`src/led_pkg.sv`:
```
// Package: LED cipher constants, types and round function.
`timescale 1ns / 1ps
`default_nettype none
package led_pkg;

  localparam int ROUNDS_MAX  = 48;
  localparam int ROUNDS_MIN  = 32;
  localparam int RK_ROWS     = 13;
  localparam int RK_NIBBLES  = RK_ROWS * 16;
  localparam int CNT_W       = $clog2(RK_NIBBLES);
  localparam int ROW_W       = $clog2(RK_ROWS);

  localparam logic [1:0] CFG_KEY_SIZE = 2'd0;
  localparam logic [1:0] CFG_KEY_HIGH = 2'd1;
  localparam logic [1:0] CFG_KEY_LOW  = 2'd2;

  localparam logic [7:0] KEY_SIZE_RST = 8'd128;
  localparam logic [7:0] KEY_SIZE_SHORT = 8'd64;
  localparam logic [5:0] KEY_NIB_MAX = 6'd32;

  localparam logic [3:0] LED_SBOX [0:15] = '{
    4'd12, 4'd5, 4'd6, 4'd11, 4'd9, 4'd0, 4'd10, 4'd13,
    4'd3, 4'd14, 4'd15, 4'd8, 4'd4, 4'd7, 4'd1, 4'd2
  };

  localparam logic [3:0] LED_MIX [0:3][0:3] = '{
    '{4'd4, 4'd1, 4'd2, 4'd2},
    '{4'd8, 4'd6, 4'd5, 4'd6},
    '{4'd11, 4'd14, 4'd10, 4'd9},
    '{4'd2, 4'd2, 4'd15, 4'd11}
  };

  localparam logic [5:0] LED_RC [0:ROUNDS_MAX-1] = '{
    6'h01, 6'h03, 6'h07, 6'h0F, 6'h1F, 6'h3E, 6'h3D, 6'h3B, 6'h37, 6'h2F,
    6'h1E, 6'h3C, 6'h39, 6'h33, 6'h27, 6'h0E, 6'h1D, 6'h3A, 6'h35, 6'h2B,
    6'h16, 6'h2C, 6'h18, 6'h30, 6'h21, 6'h02, 6'h05, 6'h0B, 6'h17, 6'h2E,
    6'h1C, 6'h38, 6'h31, 6'h23, 6'h06, 6'h0D, 6'h1B, 6'h36, 6'h2D, 6'h1A,
    6'h34, 6'h29, 6'h12, 6'h24, 6'h08, 6'h11, 6'h22, 6'h04
  };

  typedef logic [RK_ROWS-1:0][63:0] led_rk_t;

  typedef struct packed {
    logic       busy;
    logic [7:0] key_size;
  } led_ctl_t;

  function automatic logic [3:0] gf16_mul(input logic [3:0] a, input logic [3:0] b);
    logic [3:0] x;
    logic [3:0] acc;
    x = a;
    acc = 4'd0;
    for (int i = 0; i < 4; i++) begin
      if (b[i]) acc = acc ^ x;
      x = x[3] ? ({x[2:0], 1'b0} ^ 4'h3) : {x[2:0], 1'b0};
    end
    return acc;
  endfunction

  function automatic logic [63:0] led_round_f(input logic [63:0] s, input logic [7:0] ks,
                                              input logic [5:0] rc);
    logic [3:0]  a [0:15];
    logic [3:0]  t [0:15];
    logic [3:0]  acc;
    logic [63:0] o;
    for (int c = 0; c < 16; c++) a[c] = s[4*(15-c) +: 4];
    a[0]  = a[0]  ^ ks[7:4];
    a[4]  = a[4]  ^ (4'd1 ^ ks[7:4]);
    a[8]  = a[8]  ^ (4'd2 ^ ks[3:0]);
    a[12] = a[12] ^ (4'd3 ^ ks[3:0]);
    a[1]  = a[1]  ^ {1'b0, rc[5:3]};
    a[9]  = a[9]  ^ {1'b0, rc[5:3]};
    a[5]  = a[5]  ^ {1'b0, rc[2:0]};
    a[13] = a[13] ^ {1'b0, rc[2:0]};
    for (int c = 0; c < 16; c++) a[c] = LED_SBOX[a[c]];
    for (int i = 0; i < 4; i++)
      for (int j = 0; j < 4; j++)
        t[i*4+j] = a[i*4 + ((j+i) % 4)];
    o = '0;
    for (int j = 0; j < 4; j++)
      for (int i = 0; i < 4; i++) begin
        acc = 4'd0;
        for (int k = 0; k < 4; k++) acc = acc ^ gf16_mul(LED_MIX[i][k], t[k*4+j]);
        o[4*(15-(i*4+j)) +: 4] = acc;
      end
    return o;
  endfunction

endpackage
`default_nettype wire

```
`src/led_round.sv`:
```
// One LED round stage with optional key add and pass-through.
`timescale 1ns / 1ps
`default_nettype none
module led_round
  import led_pkg::*;
(
  input  wire logic        clk,
  input  wire logic        rst_n,
  input  wire logic        valid_i,
  input  wire logic [63:0] state_i,
  input  wire logic [7:0]  key_size_i,
  input  wire logic [5:0]  rc_i,
  input  wire logic        key_en_i,
  input  wire logic [63:0] rkey_i,
  input  wire logic        bypass_i,
  output logic             valid_o,
  output logic [63:0]      state_o
);

  logic        valid_r;
  logic [63:0] state_r;
  logic [63:0] state_nxt;
  logic [63:0] rnd;

  assign rnd       = led_round_f(state_i, key_size_i, rc_i);
  assign state_nxt = bypass_i ? state_i : (rnd ^ (key_en_i ? rkey_i : 64'd0));

  always_ff @(posedge clk) begin
    if (!rst_n) begin
      valid_r <= 1'b0;
    end else begin
      valid_r <= valid_i;
    end
  end

  always_ff @(posedge clk) begin
    state_r <= state_nxt;
  end

  assign valid_o = valid_r;
  assign state_o = state_r;

endmodule
`default_nettype wire

```
`config.mk`:
```
export PLATFORM = sky130hd
export DESIGN_NAME = led_round
export DESIGN_NICKNAME = d
export VERILOG_FILES = /design/src/led_pkg.sv /design/src/led_round.sv
export SDC_FILE = /design/constraint.sdc
export NUM_CORES = 1
export LEC_CHECK = 0
export ABC_AREA = 1
export BUFFER_PORTS_ARGS = -buffer_cell sky130_fd_sc_hd__clkbuf_2
export CAP_MARGIN = 20
export CORE_MARGIN = 2
export CORE_UTILIZATION = 56
export DETAILED_ROUTE_END_ITERATION = 16
export PLACE_DENSITY = 0.84
export SETUP_SLACK_MARGIN = 0.02
export SKIP_CTS_REPAIR_TIMING = 1
export SLEW_MARGIN = 25
export SYNTH_ARGS = -nofsm -noshare
export SYNTH_HDL_FRONTEND = slang
export SYNTH_SLANG_ARGS = --single-unit
export TNS_END_PERCENT = 30
```
`constraint.sdc`:
```
create_clock -name clk -period 2.85 [get_ports clk]
set_input_delay 0 -clock clk [delete_from_list [all_inputs] [get_ports clk]]
set_output_delay 0 -clock clk [all_outputs]
set_load 0.01 [all_outputs]
```
==> out/summary.txt <==
post-layout minimum cycle time: 2633 ps
Critical Path Source Type: input port
min-delay worst type: in2reg
M1 wire length: 13920 um
Hold Crit Depth: 3
ANT nets after route: 0
status: finished, violations left
filler-free cell count of the finished design: 2279
Seq/Total Area, Yosys: 12.16%
CP max stage delay: 520 ps
post-synthesis compound-gate area fraction: 7.483%
CTS buffer count: 9
Fin. Hold Viols: 6
largest family of logic cells by synthesized area: simple AND/OR/NAND/NOR gates
Area Overhead vs Synth: 17.71%
CTS tree: yes
share of layout cells above drive strength 1: 16.04%
FILL cells: 1675
gpl congestion: 0.9370
Mapped Cells: 1807
max_cap viols: 0
Ports: 212
hold_sp: state_i[48]
vias: 11850
Root Buffer: clkbuf_16
post-synthesis cell area: 10700 um2
post-synthesis mux area share: 0%
FMAX: 379.8 MHz
final wirelength: 32230 um
library cells used by synthesis: 43
measured slew at the worst slew-check pin: 879.1 ps
via/cell ratio: 5.199
vias in the first global route: 10570
die height: 142.2 um
Leak Pwr: 7.299 nW
nets: 2265
Reg area: 1301 um2
initial DRC count: 854
total power: 0.007068 W
PwrDens: 561.1 nW/um2
final HPWL from detailed placement: 25730 um
DRT Pass-1 Iters: 7
GRT overflow: 0
PortBufs: 211
Critical Path AT: 2840 ps
critical-path cell list: dlygate4sd3_1 > clkbuf_2 > xor2_1 > inv_1 > ha_1 > o21ai_0 > ha_1 > inv_1 > xor2_1 > xor2_1 > or2_0 > nand3_1 > o21ai_0
core box area: 18710 um2
crit share post-route: 92.40%
Num Clock Sinks: 65
relative slew slack: 41.39%
Post-route DRC: 0
crit path capture type: flip-flop
Post-Syn Area per Cell: 5.922 um2
Multi-input gate area: 8401 um2
initial antenna violation count: 0
flops & latches, synth: 65
Synth Warn #: 0
post-synthesis xor/xnor area fraction: 21.61%
# rows: 50
Adder-Cell Fraction of Synth Area: 9.003%
Initial Utilization: 57.21%
worst hold endpoint: state_o[48]$_DFF_P_
met2 wire length: 14950 um
Crit path required time: 3060 ps
largest net degree at the start of global routing: 42
WL/cell: 14.14 um
ANT cells: 0
Max VDD drop: 0.3466 mV
maximum clock path buffer count: 2
failing checks: hold timing
unrepaired setup endpoints after global routing: no
gr usage total: 30.94%
Net Count, Synth: 2031
Synth Area in Simple Gates: 40.41%
met3 wire length: 2277 um
Clk pin slew, worst setup/hold paths: 60 ps
die width: 142.2 um
Top Layer Used: met4
die area: 20230 um2
CP max stage cell: dlygate4sd3_1
Slew Limit Fails: 0
Setup TNS: 0 ps
Crit Path Class: in2reg
endpoints failing setup: 0
worst hold margin: -46.95 ps
first-pass GRT wire length: 50380 um
total number of H-tree levels: 3
most used cell, CP: xor2_1
Post-Place Cells: 2231
CP Max Fanout: 5
worst max-delay path: cells and delay by family:
kind                     cells  cell delay (ps)
AO/OA/AOI/OAI                2              260
buffers and inverters        4              930
adder cells (fa/ha/maj)      2              600
XOR/XNOR                     3              760
AND/OR/NAND/NOR              2              270
sequential cells by signal (all words and copies together), names as in the netlist:
| register | count |
|---|---|
| state_o | 64 |
| valid_o | 1 |
routing by layer:
| metal | GRT usage, % | vias to the layer above |
|---|---|---|
| li1 | - | 6028 |
| met1 | 39.22 | 5274 |
| met2 | 52.45 | 466 |
| met3 | 4.812 | 81 |
| met4 | 12.63 | 0 |
| met5 | 0 | - |
synthesized netlist by cell type:
cell type / n / area share (%)
a21oi_1: 11 / 0.51
a21oi_2: 1 / 0.082
a21oi_4: 1 / 0.15
a31oi_2: 1 / 0.12
buf_1: 1 / 0.035
buf_2: 9 / 0.42
buf_4: 4 / 0.28
clkbuf_1: 13 / 0.46
clkbuf_4: 1 / 0.070
clkbuf_8: 2 / 0.26
dfxtp_1: 65 / 12
ha_1: 77 / 9.0
inv_1: 202 / 7.1
inv_2: 21 / 0.74
nand2_1: 757 / 27
nand2_2: 28 / 1.6
nand2_4: 1 / 0.11
nand2b_1: 1 / 0.058
nand3_1: 187 / 8.7
nand3b_1: 13 / 0.91
nand4_1: 3 / 0.18
nor2_1: 37 / 1.3
nor3_1: 1 / 0.047
o211ai_1: 6 / 0.42
o211ai_2: 1 / 0.12
o21a_1: 2 / 0.14
o21ai_0: 55 / 2.6
o21ai_1: 21 / 0.98
o21ai_2: 11 / 0.90
o21ai_4: 5 / 0.76
o21bai_1: 1 / 0.070
o21bai_2: 1 / 0.11
o22ai_1: 4 / 0.23
o22ai_2: 1 / 0.12
o31ai_4: 1 / 0.20
or2_0: 2 / 0.12
or2_1: 10 / 0.58
or2_2: 3 / 0.18
xnor2_1: 88 / 7.2
xnor2_2: 4 / 0.61
xor2_1: 140 / 11
xor2_2: 12 / 1.8
xor2_4: 2 / 0.51
stage by stage:
step	utilization (%)	cell area [um2]	worst slack, ps
floorplan	-	10700	816.9
global placement	63.91	11960	515.2
detailed placement	63.91	11960	452.9
CTS	65.58	12270	757.7
global route	67.34	12600	30.60
finish	67.34	12600	216.7
worst max-delay path by stage:
| stage | slack, ps | endpoint | cells past startpoint | start |
|---|---|---|---|---|
| 2_1_floorplan | 820 | state_o[53]$_DFF_P_ | 13 | key_size_i[0] |
| 6_report | 220 | state_o[6]$_DFF_P_ | 13 | state_i[29] |
| 4_1_cts | 760 | state_o[6]$_DFF_P_ | 12 | key_size_i[0] |
| 3_3_place_gp | 520 | state_o[6]$_DFF_P_ | 12 | key_size_i[0] |
| 3_5_place_dp | 450 | state_o[6]$_DFF_P_ | 12 | key_size_i[0] |
| 5_1_grt | 30 | state_o[6]$_DFF_P_ | 13 | state_i[29] |
layout by cell type, fill, tap and decap left out, types with 37 or more instances in the layout:
cell,instances
clkbuf_2,211
dfxtp_1,65
ha_1,77
inv_1,201
nand2_1,757
nand3_1,187
nor2_1,37
o21ai_0,55
xnor2_1,88
xor2_1,140
power breakdown:
group | internal [W] | switching [W] | total (W)
Sequential | 0.00120 | 0.000106 | 0.00130
Combinational | 0.00169 | 0.00285 | 0.00453
Clock | 0.000785 | 0.000449 | 0.00123
cell type report:
class	count	share of cell area (%)
clock buffers	12	1.957
clock inverters	3	0.5165
inverters	223	6.645
multi-input cells	1489	66.69
flip-flops and latches	65	10.33
well taps	234	2.324
repair buffers	253	11.54
kinds of logic after synthesis:
group / after synthesis
fa+ha+maj: 77
xor+xnor: 246
compound gates: 123
simple gates: 1043
flops: 65
buf+inv: 253
(Power assumes the default switching activity.)
