===== src/led_pkg.sv =====
// Package: LED cipher constants, types and round function.
`timescale 1ns / 1ps
`default_nettype none
package led_pkg;

  localparam int ROUNDS_MAX  = 48;
  localparam int ROUNDS_MIN  = 32;
  localparam int RK_ROWS     = 13;
  localparam int RK_NIBBLES  = RK_ROWS * 16;
  localparam int CNT_W       = $clog2(RK_NIBBLES);
  localparam int ROW_W       = $clog2(RK_ROWS);

  localparam logic [1:0] CFG_KEY_SIZE = 2'd0;
  localparam logic [1:0] CFG_KEY_HIGH = 2'd1;
  localparam logic [1:0] CFG_KEY_LOW  = 2'd2;

  localparam logic [7:0] KEY_SIZE_RST = 8'd128;
  localparam logic [7:0] KEY_SIZE_SHORT = 8'd64;
  localparam logic [5:0] KEY_NIB_MAX = 6'd32;

  localparam logic [3:0] LED_SBOX [0:15] = '{
    4'd12, 4'd5, 4'd6, 4'd11, 4'd9, 4'd0, 4'd10, 4'd13,
    4'd3, 4'd14, 4'd15, 4'd8, 4'd4, 4'd7, 4'd1, 4'd2
  };

  localparam logic [3:0] LED_MIX [0:3][0:3] = '{
    '{4'd4, 4'd1, 4'd2, 4'd2},
    '{4'd8, 4'd6, 4'd5, 4'd6},
    '{4'd11, 4'd14, 4'd10, 4'd9},
    '{4'd2, 4'd2, 4'd15, 4'd11}
  };

  localparam logic [5:0] LED_RC [0:ROUNDS_MAX-1] = '{
    6'h01, 6'h03, 6'h07, 6'h0F, 6'h1F, 6'h3E, 6'h3D, 6'h3B, 6'h37, 6'h2F,
    6'h1E, 6'h3C, 6'h39, 6'h33, 6'h27, 6'h0E, 6'h1D, 6'h3A, 6'h35, 6'h2B,
    6'h16, 6'h2C, 6'h18, 6'h30, 6'h21, 6'h02, 6'h05, 6'h0B, 6'h17, 6'h2E,
    6'h1C, 6'h38, 6'h31, 6'h23, 6'h06, 6'h0D, 6'h1B, 6'h36, 6'h2D, 6'h1A,
    6'h34, 6'h29, 6'h12, 6'h24, 6'h08, 6'h11, 6'h22, 6'h04
  };

  typedef logic [RK_ROWS-1:0][63:0] led_rk_t;

  typedef struct packed {
    logic       busy;
    logic [7:0] key_size;
  } led_ctl_t;

  function automatic logic [3:0] gf16_mul(input logic [3:0] a, input logic [3:0] b);
    logic [3:0] x;
    logic [3:0] acc;
    x = a;
    acc = 4'd0;
    for (int i = 0; i < 4; i++) begin
      if (b[i]) acc = acc ^ x;
      x = x[3] ? ({x[2:0], 1'b0} ^ 4'h3) : {x[2:0], 1'b0};
    end
    return acc;
  endfunction

  function automatic logic [63:0] led_round_f(input logic [63:0] s, input logic [7:0] ks,
                                              input logic [5:0] rc);
    logic [3:0]  a [0:15];
    logic [3:0]  t [0:15];
    logic [3:0]  acc;
    logic [63:0] o;
    for (int c = 0; c < 16; c++) a[c] = s[4*(15-c) +: 4];
    a[0]  = a[0]  ^ ks[7:4];
    a[4]  = a[4]  ^ (4'd1 ^ ks[7:4]);
    a[8]  = a[8]  ^ (4'd2 ^ ks[3:0]);
    a[12] = a[12] ^ (4'd3 ^ ks[3:0]);
    a[1]  = a[1]  ^ {1'b0, rc[5:3]};
    a[9]  = a[9]  ^ {1'b0, rc[5:3]};
    a[5]  = a[5]  ^ {1'b0, rc[2:0]};
    a[13] = a[13] ^ {1'b0, rc[2:0]};
    for (int c = 0; c < 16; c++) a[c] = LED_SBOX[a[c]];
    for (int i = 0; i < 4; i++)
      for (int j = 0; j < 4; j++)
        t[i*4+j] = a[i*4 + ((j+i) % 4)];
    o = '0;
    for (int j = 0; j < 4; j++)
      for (int i = 0; i < 4; i++) begin
        acc = 4'd0;
        for (int k = 0; k < 4; k++) acc = acc ^ gf16_mul(LED_MIX[i][k], t[k*4+j]);
        o[4*(15-(i*4+j)) +: 4] = acc;
      end
    return o;
  endfunction

endpackage
`default_nettype wire


===== src/led_key_sched.sv =====
// Configuration registers and round key expansion, one key nibble per cycle.
`timescale 1ns / 1ps
`default_nettype none
module led_key_sched
  import led_pkg::*;
(
  input  wire logic        clk,
  input  wire logic        rst_n,
  input  wire logic        cfg_we,
  input  wire logic [1:0]  cfg_index,
  input  wire logic [63:0] cfg_wdata,
  output led_ctl_t         ctl,
  output led_rk_t          rk
);

  logic [7:0]       key_size_r;
  logic [63:0]      key_high_r;
  logic [63:0]      key_low_r;
  logic             active_r;
  logic [CNT_W-1:0] cnt_r;
  logic [4:0]       pos_r;
  led_rk_t          rk_r;

  logic [5:0]   n_raw;
  logic [5:0]   n_sat;
  logic [127:0] key_all;
  logic [3:0]   nib;
  logic [5:0]   pos_ext;

  assign n_raw   = key_size_r[7:2];
  assign n_sat   = (n_raw > KEY_NIB_MAX) ? KEY_NIB_MAX : n_raw;
  assign key_all = {key_high_r, key_low_r};
  assign pos_ext = {1'b0, pos_r};
  assign nib     = (n_sat == 6'd0) ? 4'd0 : key_all[{~pos_r, 2'b00} +: 4];

  always_ff @(posedge clk) begin
    if (!rst_n) begin
      key_size_r <= KEY_SIZE_RST;
      key_high_r <= '0;
      key_low_r  <= '0;
    end else if (cfg_we) begin
      unique case (cfg_index)
        CFG_KEY_SIZE: key_size_r <= cfg_wdata[7:0];
        CFG_KEY_HIGH: key_high_r <= cfg_wdata;
        CFG_KEY_LOW:  key_low_r  <= cfg_wdata;
        default: ;
      endcase
    end
  end

  // restart expansion after reset and on every write
  always_ff @(posedge clk) begin
    if (!rst_n) begin
      active_r <= 1'b1;
      cnt_r    <= '0;
      pos_r    <= '0;
    end else if (cfg_we) begin
      active_r <= 1'b1;
      cnt_r    <= '0;
      pos_r    <= '0;
    end else if (active_r) begin
      active_r <= (cnt_r != CNT_W'(RK_NIBBLES - 1));
      cnt_r    <= cnt_r + 1'b1;
      pos_r    <= (pos_ext == n_sat - 6'd1) ? 5'd0 : pos_r + 5'd1;
    end
  end

  always_ff @(posedge clk) begin
    if (active_r && !cfg_we) begin
      rk_r[cnt_r[CNT_W-1:4]][{~cnt_r[3:0], 2'b00} +: 4] <= nib;
    end
  end

  assign ctl.busy     = active_r;
  assign ctl.key_size = key_size_r;
  assign rk           = rk_r;

endmodule
`default_nettype wire


===== config.mk =====
export PLATFORM = sky130hd
export DESIGN_NAME = led_key_sched
export DESIGN_NICKNAME = d
export VERILOG_FILES = /design/src/led_pkg.sv /design/src/led_key_sched.sv
export SDC_FILE = /design/constraint.sdc
export NUM_CORES = 1
export LEC_CHECK = 0
export ABC_AREA = 1
export BUFFER_PORTS_ARGS = -buffer_cell sky130_fd_sc_hd__buf_4
export CORE_AREA = 2 2 359 361
export CTS_BUF_LIST = sky130_fd_sc_hd__clkbuf_2 sky130_fd_sc_hd__clkbuf_4 sky130_fd_sc_hd__clkbuf_8
export DETAILED_ROUTE_END_ITERATION = 10
export DIE_AREA = 0 0 361 363
export PLACE_DENSITY_LB_ADDON = 0.08
export SETUP_SLACK_MARGIN = 0.05
export SYNTH_ARGS = -nofsm -noshare
export SYNTH_HDL_FRONTEND = slang
export SYNTH_SLANG_ARGS = --single-unit

===== constraint.sdc =====
create_clock -name clk -period 2.7 [get_ports clk]
set_input_delay 0.54 -clock clk [delete_from_list [all_inputs] [get_ports clk]]
set_output_delay 0.54 -clock clk [all_outputs]
set_load 0.005 [all_outputs]

==> impl_metrics.yaml, run 1 <==
sta:
  finalSetupViolCount: 0
  fin_crit_ns: 2.52
  finClkSkew_ns: 0.0498
  max_freq_mhz: 397
  hold_violations: 0
  fin_setup_tns_ns: 0
  holdWs_ns: 0.178
  worst_slack_ns: 0.181
  rsz0062_at_grt: "true"
  worst_pin_slew_ns: 0.668
  layout_worst_path_cycle_share_pct: 93.3
  drv_slew: 0
  max-slew-margin-rel_pct: 55.4
worst_setup_path:
  endpoint_kind: "register"
  required_ns: 3.24
  start_kind: "register"
  worst_path_largest_cell_delay_ns: 0.35
  path_cells: "ha_1, inv_1, nand2_1, nand2_1, nor4_1, buf_4, nand2_1, buf_4, nor2_1"
  arrival_ns: 3.06
  critPathKind: "reg2reg"
  slowest_stage: "dfxtp_1"
  crit_top_cell: "nand2_1"
  cp_max_fo: 12
clock_network:
  clockBufferDepth: 3
  insertion_delay_ns: 0.89
  cts_root_buffer: "clkbuf_8"
  clkSlewWorstSetupHoldPaths_ns: 0.06
  h-tree-depth: 4
  cts_tree: "yes"
  cts_num_sinks: 982
  cts_buffers: 170
floorplan:
  start_util_pct: 26.3
  pin_count: 910
  fp.dieW_um: 361
  core.rowCount: 131
  fp.dieH_um: 363
  dieArea_um2: 131000
  core_um2: 127000
finish:
  drive_above_1_share_pct: 39.8
  final_nets: 3498
  syn_to_final_growth_pct: 42.0
  final_util_pct: 37.4
worst_hold_path:
  hold_path.class: "in2reg"
synthesis:
  synth_edf_count: 832
  synth_top_family_by_area: "simple AND/OR/NAND/NOR gates"
  synth_top_area_cell: "edfxtp_1"
  syn-instance-count: 2233
  synth.top_cell.area_share_pct: 74.8
  ys_seq_area_share_pct: 83.8
  synthDistinctLibCells: 35
  synth_common_cells: "edfxtp_1, nor2_1, nand2_1"
  ys.warnings.count: 0
  synth-seq-cells: 982
  ys_top_cells_by_area: "edfxtp_1, dfxtp_1, nor2_1, nand2_1, o21ai_0"
  synthSimpleGateAreaFrac_pct: 11.3
  syn_avg_cell_area_um2: 15.0
  synth-main-ff-cell: "edfxtp_1"
  yosys.area_share.xor_xnor_pct: 0.251
  syn_area_um2: 33400
  synthAdderAreaFrac_pct: 0.150
  ys_async_sr_fraction_pct: 0
  synthMuxAreaShare_pct: 0
  synth-compound-area-share_pct: 2.53
  syn-num-nets: 2306
  yosysMostFrequentCell: "edfxtp_1"
routing:
  vias: 23100
  drc: 0
  drtIter0Drc: 1897
  first_pass_iters: 6
  avgRoutedWirePerCell_um: 27.4
  vias_per_cell: 4.43
  ant_nets: 0
  routed_wl_um: 143000
pwr:
  leakage_nw: 17.7
  power_density_nw_per_um2: 654
  peakVddDrop_mv: 0.466
global_route:
  antenna_found_initial: 10
  grt_max_degree: 137
  overflow: 0
  grt_pass1_vias: 23400
  grt_pass1_wl_um: 192000
  grtUsageTotal_pct: 21.2
outcome:
  outcome: "complete, no violations"
placed_design:
  post-place-ws_ns: -0.342
  port-buffer-count: 909
  dpl.hpwl_um: 106000
  globalplace.congestion: 0.852
job:
  maxCapViolCount: 0
-- worst max-delay path, delay by kind of cell, from the launching register on --
| kind | cells | cell delay (ns) |
|---|---|---|
| AND/OR/NAND/NOR | 5 | 1.05 |
| buffers and inverters | 3 | 0.54 |
| flip-flops | 1 | 0.35 |
| adder cells (fa/ha/maj) | 1 | 0.21 |
-- kinds of logic after synthesis --
family	Yosys count
adder cells (fa/ha/maj)	4
XOR/XNOR	8
flip-flops	982
AO/OA/AOI/OAI	158
buffers and inverters	146
AND/OR/NAND/NOR	935
-- worst paths after layout --
kind	cells after the start	to	slack [ns]	start
hold / removal	4	key_size_r[7]$_SDFFE_PN1P_	0.18	cfg_index[0]
hold reg to reg	2	key_size_r[2]$_SDFFE_PN0P_	0.47	key_size_r[2]$_SDFFE_PN0P_
setup reg to reg	9	rk[337]$_DFFE_PP_	0.18	cnt_r[1]$_SDFFE_PP0P_
setup / recovery	9	rk[337]$_DFFE_PP_	0.18	cnt_r[1]$_SDFFE_PP0P_
-- cells in the final DEF (no fill, tap or decap), types with 9 or more instances in the layout --
cell	count
a21oi_1	9
buf_12	18
buf_4	1037
clkbuf_4	42
clkbuf_8	187
clkinv_1	39
clkinv_2	24
dfxtp_1	149
dlygate4sd3_1	64
edfxtp_1	832
inv_1	36
nand2_1	214
nand2_2	16
nand3_1	97
nand4_1	14
nor2_1	524
nor2_2	37
o21ai_0	141
-- registers in the layout (all words and copies together) (netlist names) --
register    flops
active_r        1
cnt_r           8
key_high_r     64
key_low_r      64
key_size_r      8
pos_r           5
rk            832
-- layer usage --
metal  vias to the layer above  track usage, %  routed length [um]
li1                      10300               -                   -
met4                         0            6.98                4010
met5                         -               0                   0
met3                       193            5.68                9720
met2                       897            38.6               74900
met1                     11700            24.0               54400
-- metrics by stage --
step | power [mW] | std cells | cell area, um^2
5_1_grt | 32.1 | 5223 | 47400
3_3_place_gp | 17.6 | 4850 | 43200
4_1_cts | 31.4 | 5220 | 47300
2_1_floorplan | 17.1 | 2233 | 33400
3_5_place_dp | 17.6 | 4850 | 43200
6_report | 31.0 | 5224 | 47400
-- area by class of cell --
type                       instances  area [um^2]
tap                             1662         2080
timing repair buffer            1120         8800
antenna                            3         7.51
clock inverter                    77          524
clock buffer                     229         2890
sequential                       982        28000
fill                           12300        79600
inverter                          46          176
multi-input combinational       1105         4980
-- what timing repair did --
item	4_1_cts	5_1_grt
setup endpoints to repair	273	311
buffers inserted	0	1
hold endpoints to repair	136	0
resized for setup	21	28
pin swaps	0	1
gates cloned	0	0
hold buffers	64	0
-- report_power, final --
part	leakage (nW)	internal, mW	total, mW	switching (mW)
combinational	7.18	0.357	0.892	0.536
clock	1.79	7.43	13.7	6.25
sequential	8.77	16.4	16.4	0.0891
total	17.7	24.1	31.0	6.87
Note: power is estimated with default switching activity, not from simulation.
==> run 2, diff against run 1 <==
Settings changed: CTS_CLUSTER_DIAMETER from default to 100, RECOVER_POWER from default to 25.
==> run 2 against run 1 <==
Against the previous run: the flow now finishes with violations (max-capacitance violations, max-slew violations); wire length grew 0.11%; via count is essentially flat; total power is essentially flat; core utilization shrank 0.91 points; non-clock buffer count is the same; die area is the same; global-route usage is the same; largest cell class unchanged; largest power group unchanged.
==> impl_metrics.yaml, run 2 (same netlist as run 1, synthesis figures left out) <==
sta:
  rsz0062_at_grt: "true"
  max-slew-margin-rel_pct: -27.8
  drv_slew: 44
  layout_worst_path_cycle_share_pct: 93.9
  fin_crit_ns: 2.54
  worst_pin_slew_ns: 1.92
  finClkSkew_ns: 0.0481
  hold_violations: 0
  max_freq_mhz: 394
  finalSetupViolCount: 0
routing:
  drtIter0Drc: 1800
  avgRoutedWirePerCell_um: 27.4
  routed_wl_um: 143000
  drc: 0
  vias_per_cell: 4.43
  first_pass_iters: 5
  vias: 23100
  ant_nets: 0
pwr:
  power_density_nw_per_um2: 670
  power_switching_mw: 6.88
  sequentialPowerShare_pct: 53.0
  p_clk_share_pct: 44.1
  intPower_mw: 24.1
  leakage_nw: 16.6
  finalPower_mw: 31.0
  switching_share_pct: 22.2
  comb_power_share_pct: 2.9
  peakVddDrop_mv: 0.467
clock_network:
  cts_num_sinks: 982
  insertion_delay_ns: 0.89
  cts_tree: "yes"
  cts_root_buffer: "clkbuf_8"
  clkSlewWorstSetupHoldPaths_ns: 0.06
  h-tree-depth: 4
  cts_buffers: 170
  clockBufferDepth: 3
finish:
  final_nets: 3498
  syn_to_final_growth_pct: 38.6
  layout_common_cells: "edfxtp_1, nor2_1, buf_4, clkbuf_1, clkbuf_4"
  final_common_cell: "edfxtp_1"
  final_cells: 5225
  largest_register_ffs: 832
  drive_above_1_share_pct: 31.1
placed_design:
  dpl.hpwl_um: 106000
  place_inst: 4850
  port-buffer-count: 909
  globalplace.congestion: 0.852
global_route:
  grt_max_degree: 137
  overflow: 0
  grt_pass1_wl_um: 192000
  grt_pass1_vias: 23400
  grtUsageTotal_pct: 21.2
  antenna_found_initial: 10
worst_setup_path:
  start_kind: "register"
  critPathKind: "reg2reg"
  required_ns: 3.24
  cp_max_fo: 10
  endpoint_kind: "register"
  arrival_ns: 3.07
floorplan:
  pin_count: 910
  core.rowCount: 131
  core_um2: 127000
  dieArea_um2: 131000
  start_util_pct: 26.3
  fp.dieW_um: 361
  fp.dieH_um: 363
outcome:
  outcome: "finished with violations"
  failed_checks: "max-capacitance violations, max-slew violations"
job:
  maxCapViolCount: 1
worst_hold_path:
  hold_path.class: "in2reg"
## run 2: path summary, 6_finish.rpt
check	to	depth (start not counted)	slack, ns	startpoint
min	key_high_r[34]$_SDFFE_PN0P_	4	0.23	rst_n
min reg2reg	key_size_r[2]$_SDFFE_PN0P_	2	0.47	key_size_r[2]$_SDFFE_PN0P_
max reg2reg	rk[56]$_DFFE_PP_	9	0.16	cnt_r[1]$_SDFFE_PP0P_
max	rk[56]$_DFFE_PP_	9	0.16	cnt_r[1]$_SDFFE_PP0P_
## run 2: stage by stage
stage	setup TNS (ns)	area (um^2)	hold slack, ns	util [%]	setup slack, ns
2_1_floorplan	0	33400	0.455	-	0.726
3_3_place_gp	-5.95	43200	0.460	34.0	-0.250
3_5_place_dp	-14.61	43200	0.468	34.0	-0.342
4_1_cts	0	47300	0.0488	37.3	0.0243
5_1_grt	0	46300	0.188	36.4	0.0105
6_report	0	46300	0.231	36.4	0.164
## run 2: what timing repair did
item / in CTS / in global routing
endpoints found under the hold margin: 136 / 0
hold buffers: 64 / 0
endpoints found under the setup margin: 273 / 311
resized for setup: 21 / 28
setup buffers: 0 / 1
pin swaps: 0 / 1
## run 2: power groups by stage
stage | Sequential, mW | Clock, mW | Combinational, mW
6_report | 16.4 | 13.7 | 0.887
5_1_grt | 16.4 | 14.7 | 0.983
4_1_cts | 16.4 | 14.1 | 0.900
3_5_place_dp | 16.8 | 0 | 0.816
3_3_place_gp | 16.8 | 0 | 0.806
2_1_floorplan | 16.7 | 0 | 0.405
## run 2: critical path, stage by stage (launching register included)
cell	delay [ns]
dfxtp_1	0.33
ha_1	0.22
inv_1	0.08
nand2_1	0.06
nand2_1	0.19
inv_1	0.14
nor2_1	0.18
nand2_1	0.32
buf_4	0.30
nor2_1	0.35
## run 2: cell type report
class | instances | area, um^2
well taps | 1662 | 2080
clock buffers | 229 | 2890
multi-input cells | 1105 | 4970
diodes | 4 | 10.0
repair buffers | 1120 | 7650
fillers | 12500 | 80700
clock inverters | 77 | 524
inverters | 46 | 176
flip-flops and latches | 982 | 28000
## run 2: per-layer routing
| layer | global-route usage [%] | share of wire [%] |
|---|---|---|
| met5 | 0 | 0 |
| met4 | 6.98 | 3.3 |
| met3 | 5.68 | 6.6 |
| met2 | 38.6 | 52 |
| met1 | 24.0 | 38 |
